[src/rtl/elfdt_pkg.sv]
// Shared types, codes and sizes of the dynamic table parser
package elfdt_pkg;

  // entry layout: signed tag word then value word, little-endian
  localparam int EntryBytes = 16;
  localparam int EntryShift = $clog2(EntryBytes);
  localparam int PosW       = EntryShift;
  localparam int AccW       = EntryBytes * 8;
  localparam int WordW      = 64;
  localparam int IdxW       = 60;
  localparam int TypeW      = 32;

  // configuration port
  localparam int CfgAddrW   = 5;
  localparam int CfgDataW   = 64;

  // result queue depth default
  localparam int ResDepth   = 4;

  // dynamic segment program header type
  localparam logic [TypeW-1:0] PtDynamic = TypeW'(2);

  typedef enum logic [1:0] {
    REG_SEG_TYPE   = 2'd0,
    REG_SEG_OFFSET = 2'd1,
    REG_SEG_SIZE   = 2'd2,
    REG_FILE_LEN   = 2'd3
  } reg_e;

  typedef enum logic {
    OP_START = 1'b0,
    OP_DATA  = 1'b1
  } op_e;

  typedef enum logic {
    KIND_ENTRY = 1'b0,
    KIND_ERROR = 1'b1
  } kind_e;

  typedef enum logic [2:0] {
    ERR_NONE     = 3'd0,
    ERR_NOT_DYN  = 3'd1,
    ERR_NO_TERM  = 3'd2,
    ERR_BAD_SIZE = 3'd3,
    ERR_OVERFLOW = 3'd4,
    ERR_BOUNDS   = 3'd5
  } err_e;

  typedef enum logic [1:0] {
    PH_IDLE   = 2'd0,
    PH_STREAM = 2'd1,
    PH_DONE   = 2'd2
  } phase_e;

  // segment header registers
  typedef struct packed {
    logic [TypeW-1:0] segment_type;
    logic [WordW-1:0] segment_offset;
    logic [WordW-1:0] segment_size;
    logic [WordW-1:0] file_len;
  } cfg_t;

  // one result item
  typedef struct packed {
    kind_e                   kind;
    logic signed [WordW-1:0] tag;
    logic [WordW-1:0]        entry_value;
    logic [IdxW-1:0]         entry_pos;
    err_e                    error_code;
    logic [WordW-1:0]        error_offset;
    logic                    last;
  } result_t;

endpackage

[src/rtl/elfdt_cfg_regs.sv]
// Configuration register file behind the APB-style port
module elfdt_cfg_regs import elfdt_pkg::*; (
  input  logic                clk_i,
  input  logic                rst_ni,
  input  logic                psel,
  input  logic                penable,
  input  logic                pwrite,
  input  logic [CfgAddrW-1:0] paddr,
  input  logic [CfgDataW-1:0] pwdata,
  output logic [CfgDataW-1:0] prdata,
  output logic                pready,
  output cfg_t                cfg_o
);

  cfg_t cfg_q, cfg_d;
  reg_e sel;
  logic wr_en;

  // registers sit at 8-byte strides
  assign sel    = reg_e'(paddr[CfgAddrW-1:3]);
  assign wr_en  = psel && penable && pwrite;
  assign pready = 1'b1;
  assign cfg_o  = cfg_q;

  // register write
  always_comb begin
    cfg_d = cfg_q;
    if (wr_en) begin
      case (sel)
        REG_SEG_TYPE:   cfg_d.segment_type   = pwdata[TypeW-1:0];
        REG_SEG_OFFSET: cfg_d.segment_offset = pwdata;
        REG_SEG_SIZE:   cfg_d.segment_size   = pwdata;
        REG_FILE_LEN:   cfg_d.file_len       = pwdata;
        default: ;
      endcase
    end
  end

  always_ff @(posedge clk_i or negedge rst_ni) begin
    if (!rst_ni) begin
      cfg_q <= '0;
    end else begin
      cfg_q <= cfg_d;
    end
  end

  // read back
  always_comb begin
    case (sel)
      REG_SEG_TYPE:   prdata = {{(CfgDataW-TypeW){1'b0}}, cfg_q.segment_type};
      REG_SEG_OFFSET: prdata = cfg_q.segment_offset;
      REG_SEG_SIZE:   prdata = cfg_q.segment_size;
      REG_FILE_LEN:   prdata = cfg_q.file_len;
      default:        prdata = '0;
    endcase
  end

endmodule

[src/rtl/elfdt_hdr_check.sv]
// Segment header validation in priority order
module elfdt_hdr_check import elfdt_pkg::*; (
  input  cfg_t cfg_i,
  output err_e err_o
);

  logic [WordW:0] end_sum;
  logic           bad_type;
  logic           zero_size;
  logic           odd_size;
  logic           overflow;
  logic           out_bounds;

  assign end_sum    = {1'b0, cfg_i.segment_offset} + {1'b0, cfg_i.segment_size};
  assign bad_type   = cfg_i.segment_type != PtDynamic;
  assign zero_size  = cfg_i.segment_size == '0;
  assign odd_size   = |cfg_i.segment_size[EntryShift-1:0];
  assign overflow   = end_sum[WordW];
  assign out_bounds = (cfg_i.segment_offset > cfg_i.file_len) ||
                      (end_sum[WordW-1:0] > cfg_i.file_len);

  // first failing check wins
  always_comb begin
    if (bad_type) begin
      err_o = ERR_NOT_DYN;
    end else if (zero_size) begin
      err_o = ERR_NO_TERM;
    end else if (odd_size) begin
      err_o = ERR_BAD_SIZE;
    end else if (overflow) begin
      err_o = ERR_OVERFLOW;
    end else if (out_bounds) begin
      err_o = ERR_BOUNDS;
    end else begin
      err_o = ERR_NONE;
    end
  end

endmodule

[src/rtl/elfdt_core.sv]
// Parse state, byte assembly and result generation
module elfdt_core import elfdt_pkg::*; (
  input  logic       clk_i,
  input  logic       rst_ni,
  input  logic       accept_i,
  input  logic       opcode_i,
  input  logic [7:0] data_byte_i,
  input  cfg_t       cfg_i,
  input  err_e       hdr_err_i,
  output logic [1:0] push_cnt_o,
  output result_t    res0_o,
  output result_t    res1_o
);

  phase_e           phase_q, phase_d;
  logic [PosW-1:0]  pos_q, pos_d;
  logic [AccW-1:0]  acc_q, acc_d;
  logic [IdxW-1:0]  cnt_q, cnt_d;
  logic [AccW-1:0]  word;
  logic [IdxW-1:0]  tbl_entries;
  logic [IdxW:0]    idx_plus;
  logic             end_tag;
  logic             exhausted;
  op_e              op;

  assign op          = op_e'(opcode_i);
  // bytes shift in from the top, so the first byte lands in bits 7:0
  assign word        = {data_byte_i, acc_q[AccW-1:8]};
  assign tbl_entries = cfg_i.segment_size[WordW-1:EntryShift];
  assign idx_plus    = {1'b0, cnt_q} + {{IdxW{1'b0}}, 1'b1};
  assign exhausted   = idx_plus >= {1'b0, tbl_entries};
  assign end_tag     = word[WordW-1:0] == '0;

  // next state and results
  always_comb begin
    phase_d    = phase_q;
    pos_d      = pos_q;
    acc_d      = acc_q;
    cnt_d      = cnt_q;
    push_cnt_o = 2'd0;
    res0_o     = '0;
    res1_o     = '0;
    if (accept_i) begin
      case (op)
        OP_START: begin
          pos_d = '0;
          cnt_d = '0;
          if (hdr_err_i != ERR_NONE) begin
            phase_d             = PH_DONE;
            push_cnt_o          = 2'd1;
            res0_o.kind         = KIND_ERROR;
            res0_o.error_code   = hdr_err_i;
            res0_o.error_offset = cfg_i.segment_offset;
            res0_o.last         = 1'b1;
          end else begin
            phase_d = PH_STREAM;
          end
        end
        OP_DATA: begin
          if (phase_q == PH_STREAM) begin
            acc_d = word;
            if (pos_q != PosW'(EntryBytes - 1)) begin
              pos_d = pos_q + 1'b1;
            end else begin
              // entry complete
              pos_d              = '0;
              cnt_d              = cnt_q + 1'b1;
              push_cnt_o         = 2'd1;
              res0_o.kind        = KIND_ENTRY;
              res0_o.tag         = word[WordW-1:0];
              res0_o.entry_value = word[AccW-1:WordW];
              res0_o.entry_pos   = cnt_q;
              res0_o.last        = end_tag;
              if (end_tag) begin
                phase_d = PH_DONE;
              end else if (exhausted) begin
                // segment used up with no terminator
                phase_d             = PH_DONE;
                push_cnt_o          = 2'd2;
                res1_o.kind         = KIND_ERROR;
                res1_o.entry_pos    = tbl_entries;
                res1_o.error_code   = ERR_NO_TERM;
                res1_o.error_offset = cfg_i.segment_offset;
                res1_o.last         = 1'b1;
              end
            end
          end
        end
        default: ;
      endcase
    end
  end

  // state registers and byte accumulator
  always_ff @(posedge clk_i or negedge rst_ni) begin
    if (!rst_ni) begin
      phase_q <= PH_IDLE;
      pos_q   <= '0;
      acc_q   <= '0;
      cnt_q   <= '0;
    end else begin
      phase_q <= phase_d;
      pos_q   <= pos_d;
      acc_q   <= acc_d;
      cnt_q   <= cnt_d;
    end
  end

  // two results only come from a finished entry while streaming
  a_two_only_stream: assert property (@(posedge clk_i) disable iff (!rst_ni)
    (push_cnt_o == 2'd2) |-> (phase_q == PH_STREAM && op == OP_DATA))
    else $error("double result outside streaming");

  // a partial entry exists only while streaming
  a_pos_stream: assert property (@(posedge clk_i) disable iff (!rst_ni)
    (pos_q != '0) |-> (phase_q == PH_STREAM))
    else $error("byte position set outside streaming");

  // a failed header check leaves the parse done
  a_hdr_fail_done: assert property (@(posedge clk_i) disable iff (!rst_ni)
    (accept_i && op == OP_START && hdr_err_i != ERR_NONE) |=> (phase_q == PH_DONE))
    else $error("header error did not end the parse");

endmodule

[src/rtl/elfdt_res_fifo.sv]
// Result queue taking up to two items per cycle and giving one while the output is not stalled
module elfdt_res_fifo import elfdt_pkg::*; #(
  parameter int Depth = ResDepth
) (
  input  logic       clk_i,
  input  logic       rst_ni,
  input  logic [1:0] push_cnt_i,
  input  result_t    res0_i,
  input  result_t    res1_i,
  output logic       full_o,
  output logic       out_valid_o,
  input  logic       out_stall_i,
  output result_t    head_o
);

  localparam int PtrW = (Depth > 1) ? $clog2(Depth) : 1;
  localparam int CntW = $clog2(Depth + 1);

  result_t         mem_q [Depth];
  logic [PtrW-1:0] wr_ptr_q, wr_ptr_d, rd_ptr_q, rd_ptr_d, wr_ptr_nx;
  logic [CntW-1:0] cnt_q, cnt_d;
  logic            pop;

  function automatic logic [PtrW-1:0] ptr_next(input logic [PtrW-1:0] p);
    if (p == PtrW'(Depth - 1)) begin
      return '0;
    end
    return p + 1'b1;
  endfunction

  assign wr_ptr_nx   = ptr_next(wr_ptr_q);
  assign out_valid_o = cnt_q != '0;
  assign pop         = out_valid_o && !out_stall_i;
  assign head_o      = mem_q[rd_ptr_q];
  // room for two more items is required before taking an input item
  assign full_o      = cnt_q > CntW'(Depth - 2);

  // pointer and count update
  always_comb begin
    wr_ptr_d = wr_ptr_q;
    rd_ptr_d = rd_ptr_q;
    case (push_cnt_i)
      2'd1:    wr_ptr_d = wr_ptr_nx;
      2'd2:    wr_ptr_d = ptr_next(wr_ptr_nx);
      default: ;
    endcase
    if (pop) begin
      rd_ptr_d = ptr_next(rd_ptr_q);
    end
    cnt_d = cnt_q + CntW'(push_cnt_i) - CntW'(pop);
  end

  always_ff @(posedge clk_i or negedge rst_ni) begin
    if (!rst_ni) begin
      wr_ptr_q <= '0;
      rd_ptr_q <= '0;
      cnt_q    <= '0;
    end else begin
      wr_ptr_q <= wr_ptr_d;
      rd_ptr_q <= rd_ptr_d;
      cnt_q    <= cnt_d;
    end
  end

  // storage
  always_ff @(posedge clk_i) begin
    if (push_cnt_i != 2'd0) begin
      mem_q[wr_ptr_q] <= res0_i;
    end
    if (push_cnt_i == 2'd2) begin
      mem_q[wr_ptr_nx] <= res1_i;
    end
  end

  // never more items than slots
  a_no_overflow: assert property (@(posedge clk_i) disable iff (!rst_ni)
    (push_cnt_i != 2'd0) |-> (cnt_q <= CntW'(Depth - 2) || pop))
    else $error("result queue overflow");

  // the count follows pushes and pops
  a_cnt_track: assert property (@(posedge clk_i) disable iff (!rst_ni)
    ##1 (cnt_q == $past(cnt_q) + CntW'($past(push_cnt_i)) - CntW'($past(pop))))
    else $error("result count out of step");

endmodule

[src/rtl/elf_dynamic_table_parser_unit.sv]
// Top level of the ELF64 dynamic table parser
//
//  channel  direction  handshake               payload
//  in       input      in_valid_i/in_stall_o   in_opcode_i, in_data_byte_i
//  out      output     out_valid_o/out_stall_i kind, tag, value, index, error, offset, last
//  cfg      input      psel/penable/pwrite     paddr, pwdata, prdata (64 bit, 8-byte stride)
//
// One input item is taken per cycle unless stalled; its results enter the result queue
// at the same edge; the first shows on the outputs the next cycle if the queue was empty.
// A finished entry with no terminator left gives two results, an entry and an error.
// in_stall_o rises when the result queue has fewer than two free slots.
// Reset clears the parse state, queue pointers and all configuration registers.
module elf_dynamic_table_parser_unit import elfdt_pkg::*; #(
  parameter int ResQueueDepth = ResDepth
) (
  input  logic                    clk_i,
  input  logic                    rst_ni,
  // input items
  input  logic                    in_valid_i,
  output logic                    in_stall_o,
  input  logic                    in_opcode_i,
  input  logic [7:0]              in_data_byte_i,
  // result items
  output logic                    out_valid_o,
  input  logic                    out_stall_i,
  output logic                    out_kind_o,
  output logic signed [WordW-1:0] out_tag_o,
  output logic [WordW-1:0]        out_entry_value_o,
  output logic [IdxW-1:0]         out_entry_pos_o,
  output logic [2:0]              out_error_code_o,
  output logic [WordW-1:0]        out_error_offset_o,
  output logic                    out_last_o,
  // configuration
  input  logic                    psel,
  input  logic                    penable,
  input  logic                    pwrite,
  input  logic [CfgAddrW-1:0]     paddr,
  input  logic [CfgDataW-1:0]     pwdata,
  output logic [CfgDataW-1:0]     prdata,
  output logic                    pready
);

  cfg_t       cfg;
  err_e       hdr_err;
  logic [1:0] push_cnt;
  result_t    res0, res1, head;
  logic       accept;

  assign accept = in_valid_i && !in_stall_o;

  elfdt_cfg_regs u_cfg (
    .clk_i   (clk_i),
    .rst_ni  (rst_ni),
    .psel    (psel),
    .penable (penable),
    .pwrite  (pwrite),
    .paddr   (paddr),
    .pwdata  (pwdata),
    .prdata  (prdata),
    .pready  (pready),
    .cfg_o   (cfg)
  );

  elfdt_hdr_check u_hdr (
    .cfg_i (cfg),
    .err_o (hdr_err)
  );

  elfdt_core u_core (
    .clk_i       (clk_i),
    .rst_ni      (rst_ni),
    .accept_i    (accept),
    .opcode_i    (in_opcode_i),
    .data_byte_i (in_data_byte_i),
    .cfg_i       (cfg),
    .hdr_err_i   (hdr_err),
    .push_cnt_o  (push_cnt),
    .res0_o      (res0),
    .res1_o      (res1)
  );

  elfdt_res_fifo #(
    .Depth (ResQueueDepth)
  ) u_fifo (
    .clk_i       (clk_i),
    .rst_ni      (rst_ni),
    .push_cnt_i  (push_cnt),
    .res0_i      (res0),
    .res1_i      (res1),
    .full_o      (in_stall_o),
    .out_valid_o (out_valid_o),
    .out_stall_i (out_stall_i),
    .head_o      (head)
  );

  // result fields
  assign out_kind_o         = head.kind;
  assign out_tag_o          = head.tag;
  assign out_entry_value_o  = head.entry_value;
  assign out_entry_pos_o    = head.entry_pos;
  assign out_error_code_o   = head.error_code;
  assign out_error_offset_o = head.error_offset;
  assign out_last_o         = head.last;

endmodule

[config.mk]
export PLATFORM = sky130hd
export DESIGN_NAME = elf_dynamic_table_parser_unit
export DESIGN_NICKNAME = d
export VERILOG_FILES = /design/src/rtl/elfdt_pkg.sv /design/src/rtl/elfdt_cfg_regs.sv /design/src/rtl/elfdt_hdr_check.sv /design/src/rtl/elfdt_core.sv /design/src/rtl/elfdt_res_fifo.sv /design/src/rtl/elf_dynamic_table_parser_unit.sv
export SDC_FILE = /design/constraint.sdc
export NUM_CORES = 2
export LEC_CHECK = 0
export ABC_AREA = 0
export CAP_MARGIN = 30
export CORE_UTILIZATION = 64
export CTS_BUF_LIST = sky130_fd_sc_hd__clkbuf_16
export CTS_CLUSTER_SIZE = 8
export DETAILED_ROUTE_END_ITERATION = 10
export DONT_BUFFER_PORTS = 1
export GPL_TIMING_DRIVEN = 0
export PLACE_DENSITY = 0.85
export SLEW_MARGIN = 40
export SYNTH_ARGS = -nofsm -noshare
export SYNTH_HDL_FRONTEND = slang
export SYNTH_HIERARCHICAL = 1
export SYNTH_SLANG_ARGS = --single-unit
[constraint.sdc]
create_clock -name clk_i -period 34.1 [get_ports clk_i]
set_clock_uncertainty 0.05 [all_clocks]
set_input_delay 5.115 -clock clk_i [delete_from_list [all_inputs] [get_ports clk_i]]
set_output_delay 5.115 -clock clk_i [all_outputs]
set_load 0.05 [all_outputs]
==> results_dict.tcl <==
set metrics [dict create \
    yosys.area.top_type "edfxtp_1" \
    hold_viol_final 0 \
    ys_ff_latch 1445 \
    grt_max_degree 418 \
    fp.dieH_um 357 \
    crit_fanout 10 \
    setup_violations 0 \
    grt_usage 0.361 \
    top_layer_used "met5" \
    period_share 0.358 \
    clk_path_buf_depth 3 \
    cts_setup_buffers 0 \
    end_kind "output port" \
    synthCells 5864 \
    viasPerCell 6.52 \
    drv_slew 0 \
    vias 52734 \
    async_flop_share 0.289 \
    grt_pass1_vias 54503 \
    syn_avg_cell_area_um2 13.8 \
    path_clk_slew_ps 60 \
    drive_gt1_frac 0.354 \
    ctsRootBufferMaster "clkbuf_16" \
    initial_utilization 0.648 \
    crit_arrival_ps 7040 \
    hold_path_class "flop to flop" \
    drcViolationCount 0 \
    drt_iter0_drc 5637 \
    grt_pass1_wl_mm 343 \
    cap_viol_max_count 0 \
    cts_max_level 4 \
    antenna_found_initial 4 \
    portBuffers 0 \
    totalWireLength_mm 230 \
    cts_tree "built" \
    core_um2 124000 \
    first_pass_iters 8 \
    total_power_w 0.00635 \
    synth-seq-area-share 0.512 \
    maxSlewHeadroom 0.276 \
    diodes 0 \
    wl_per_cell_um 28.4 \
    cts_buffers 198 \
    synth_area_leaders "edfxtp_1, mux2_2, dfrtp_1" \
    synthToLayoutAreaGrowth_pct 12.5 \
    grt-ovfl-total 0 \
    criticalPathCategory "input pin to output port" \
    place_area_um2 84800 \
    p_leak_nw 39.2 \
    synth_area_um2 80700 \
    wl_met1_mm 82.7 \
    fmax_mhz 81.9 \
    num-nets-final 6635 \
    place_congestion 0.956 \
    status "completed" \
    synth_top_area_frac 0.383 \
    yosysMostFrequentCell "mux2_2" \
    wl_met3_mm 24.1 \
    die_w_um 357 \
    worst_pin_slew_ps 1090 \
    synth.distinct_cells 93 \
    cp_data_required_time_ps 28930 \
    final_antenna_net_count 0 \
    num_rows 129 \
    crit_path_start_kind "input pin" \
    synth-main-ff-cell "edfxtp_1" \
    grt_setup_unrepaired "false" \
    synth_edf_count 1028 \
    final.min_clock_period_ps 12200 \
    ys_warn_count 6 \
    die_area_um2 127000 \
    reg2reg_slack_ps 24780 \
    tns_ps 0 \
    cts-resized-gates 0 \
    ir_drop_mv 0.0664 \
    p_per_area_nw_per_um2 69.9 \
    io-pin-count 409 \
    synthTopCellsByCount "mux2_2, edfxtp_1, nand2_1, dfrtp_1, mux4_2" \
    clock_latency_ps 850 \
    clock_sinks 1445 \
    wl_met2_mm 109 \
    hpwl_mm 163 \
    fillerInstances 7530 \
    final_area_um2 90800 \
    cts-hold-fix-buffers 0 \
]
power by group:
part	switching (W)	internal (W)
logic	0.00159	0.000756
clock network	0.000770	0.00106
registers	0.000148	0.00202
total	0.00251	0.00384
kinds of logic (layout without fill, tap and decap cells):
family,count (synthesis),after routing,synth area share
AO/OA/AOI/OAI,533,533,0.0430
multiplexers,1575,1575,0.263
flip-flops,1445,1445,0.512
other,2,131,0.0000931
XOR/XNOR,120,120,0.0130
adder cells (fa/ha/maj),269,269,0.0419
AND/OR/NAND/NOR,1277,1277,0.0818
buffers and inverters,643,1102,0.0453
worst paths after layout:
kind / cells past startpoint / start / end
min in group asynchronous: 0 / rst_ni / u_core/cnt_q[46]
min reg2reg: 2 / u_core/cnt_q[18] / u_core/cnt_q[18]
min: 2 / u_core/cnt_q[18] / u_core/cnt_q[18]
max: 4 / paddr[3] / prdata[59]
max reg2reg: 36 / u_cfg/cfg_o[128] / u_fifo/mem_q[3][104]
max in group asynchronous: 0 / rst_ni / u_cfg/cfg_o[136]
flip-flops by register name (all words and copies together) (netlist names):
signal,flops
u_fifo/wr_ptr_q,2
u_cfg/cfg_o,224
u_core/cnt_q,60
u_core/phase_q,2
u_fifo/cnt_q,3
u_fifo/mem_q,1028
u_fifo/rd_ptr_q,2
u_core/pos_q,4
u_core/acc_q,120
metrics by stage:
stage / worst slack, ps / instances / utilization / hold slack (ps)
after floorplan: 8140 / 5993 / - / 395
after global placement: -10270 / 7630 / 0.669 / 409
after detailed placement: 22020 / 7718 / 0.682 / 415
after CTS: 22000 / 8089 / 0.729 / 436
after global routing: 21940 / 8089 / 0.729 / 463
final: 21900 / 8089 / 0.729 / 435
routing by layer:
layer / global-route usage / vias to the layer above
met5: 0 / -
met1: 0.442 / 26395
met3: 0.103 / 662
li1: - / 22823
met2: 0.579 / 2850
met4: 0.199 / 4
final cells by class:
class	count	area, um^2	area share
plain buffers	467	3010	0.0331
clock buffers	201	5030	0.0554
clock inverters	170	888	0.00979
inverters	176	661	0.00728
multi-input cells	3905	36300	0.400
flip-flops and latches	1445	41300	0.455
well taps	1637	2050	0.0226
repair buffers	88	1530	0.0169
cell usage in the layout, fill, tap and decap left out, types with 97 or more instances in the layout:
master     count
and3_1       149
mux2_2      1226
ha_1         267
mux4_2       289
buf_2         97
and2_1       265
edfxtp_1    1028
nand2_1      500
conb_1       131
a21oi_1      142
dfrtp_1      417
inv_1        332
clkbuf_16    201
o21ai_0      106
clkbuf_1     101
buf_4        216
critical path, cell delays in order:
cell,delay (ps)
inv_2,20
nor2_1,620
clkbuf_1,560
a22o_1,700
Power figures use the tool's default switching activity.
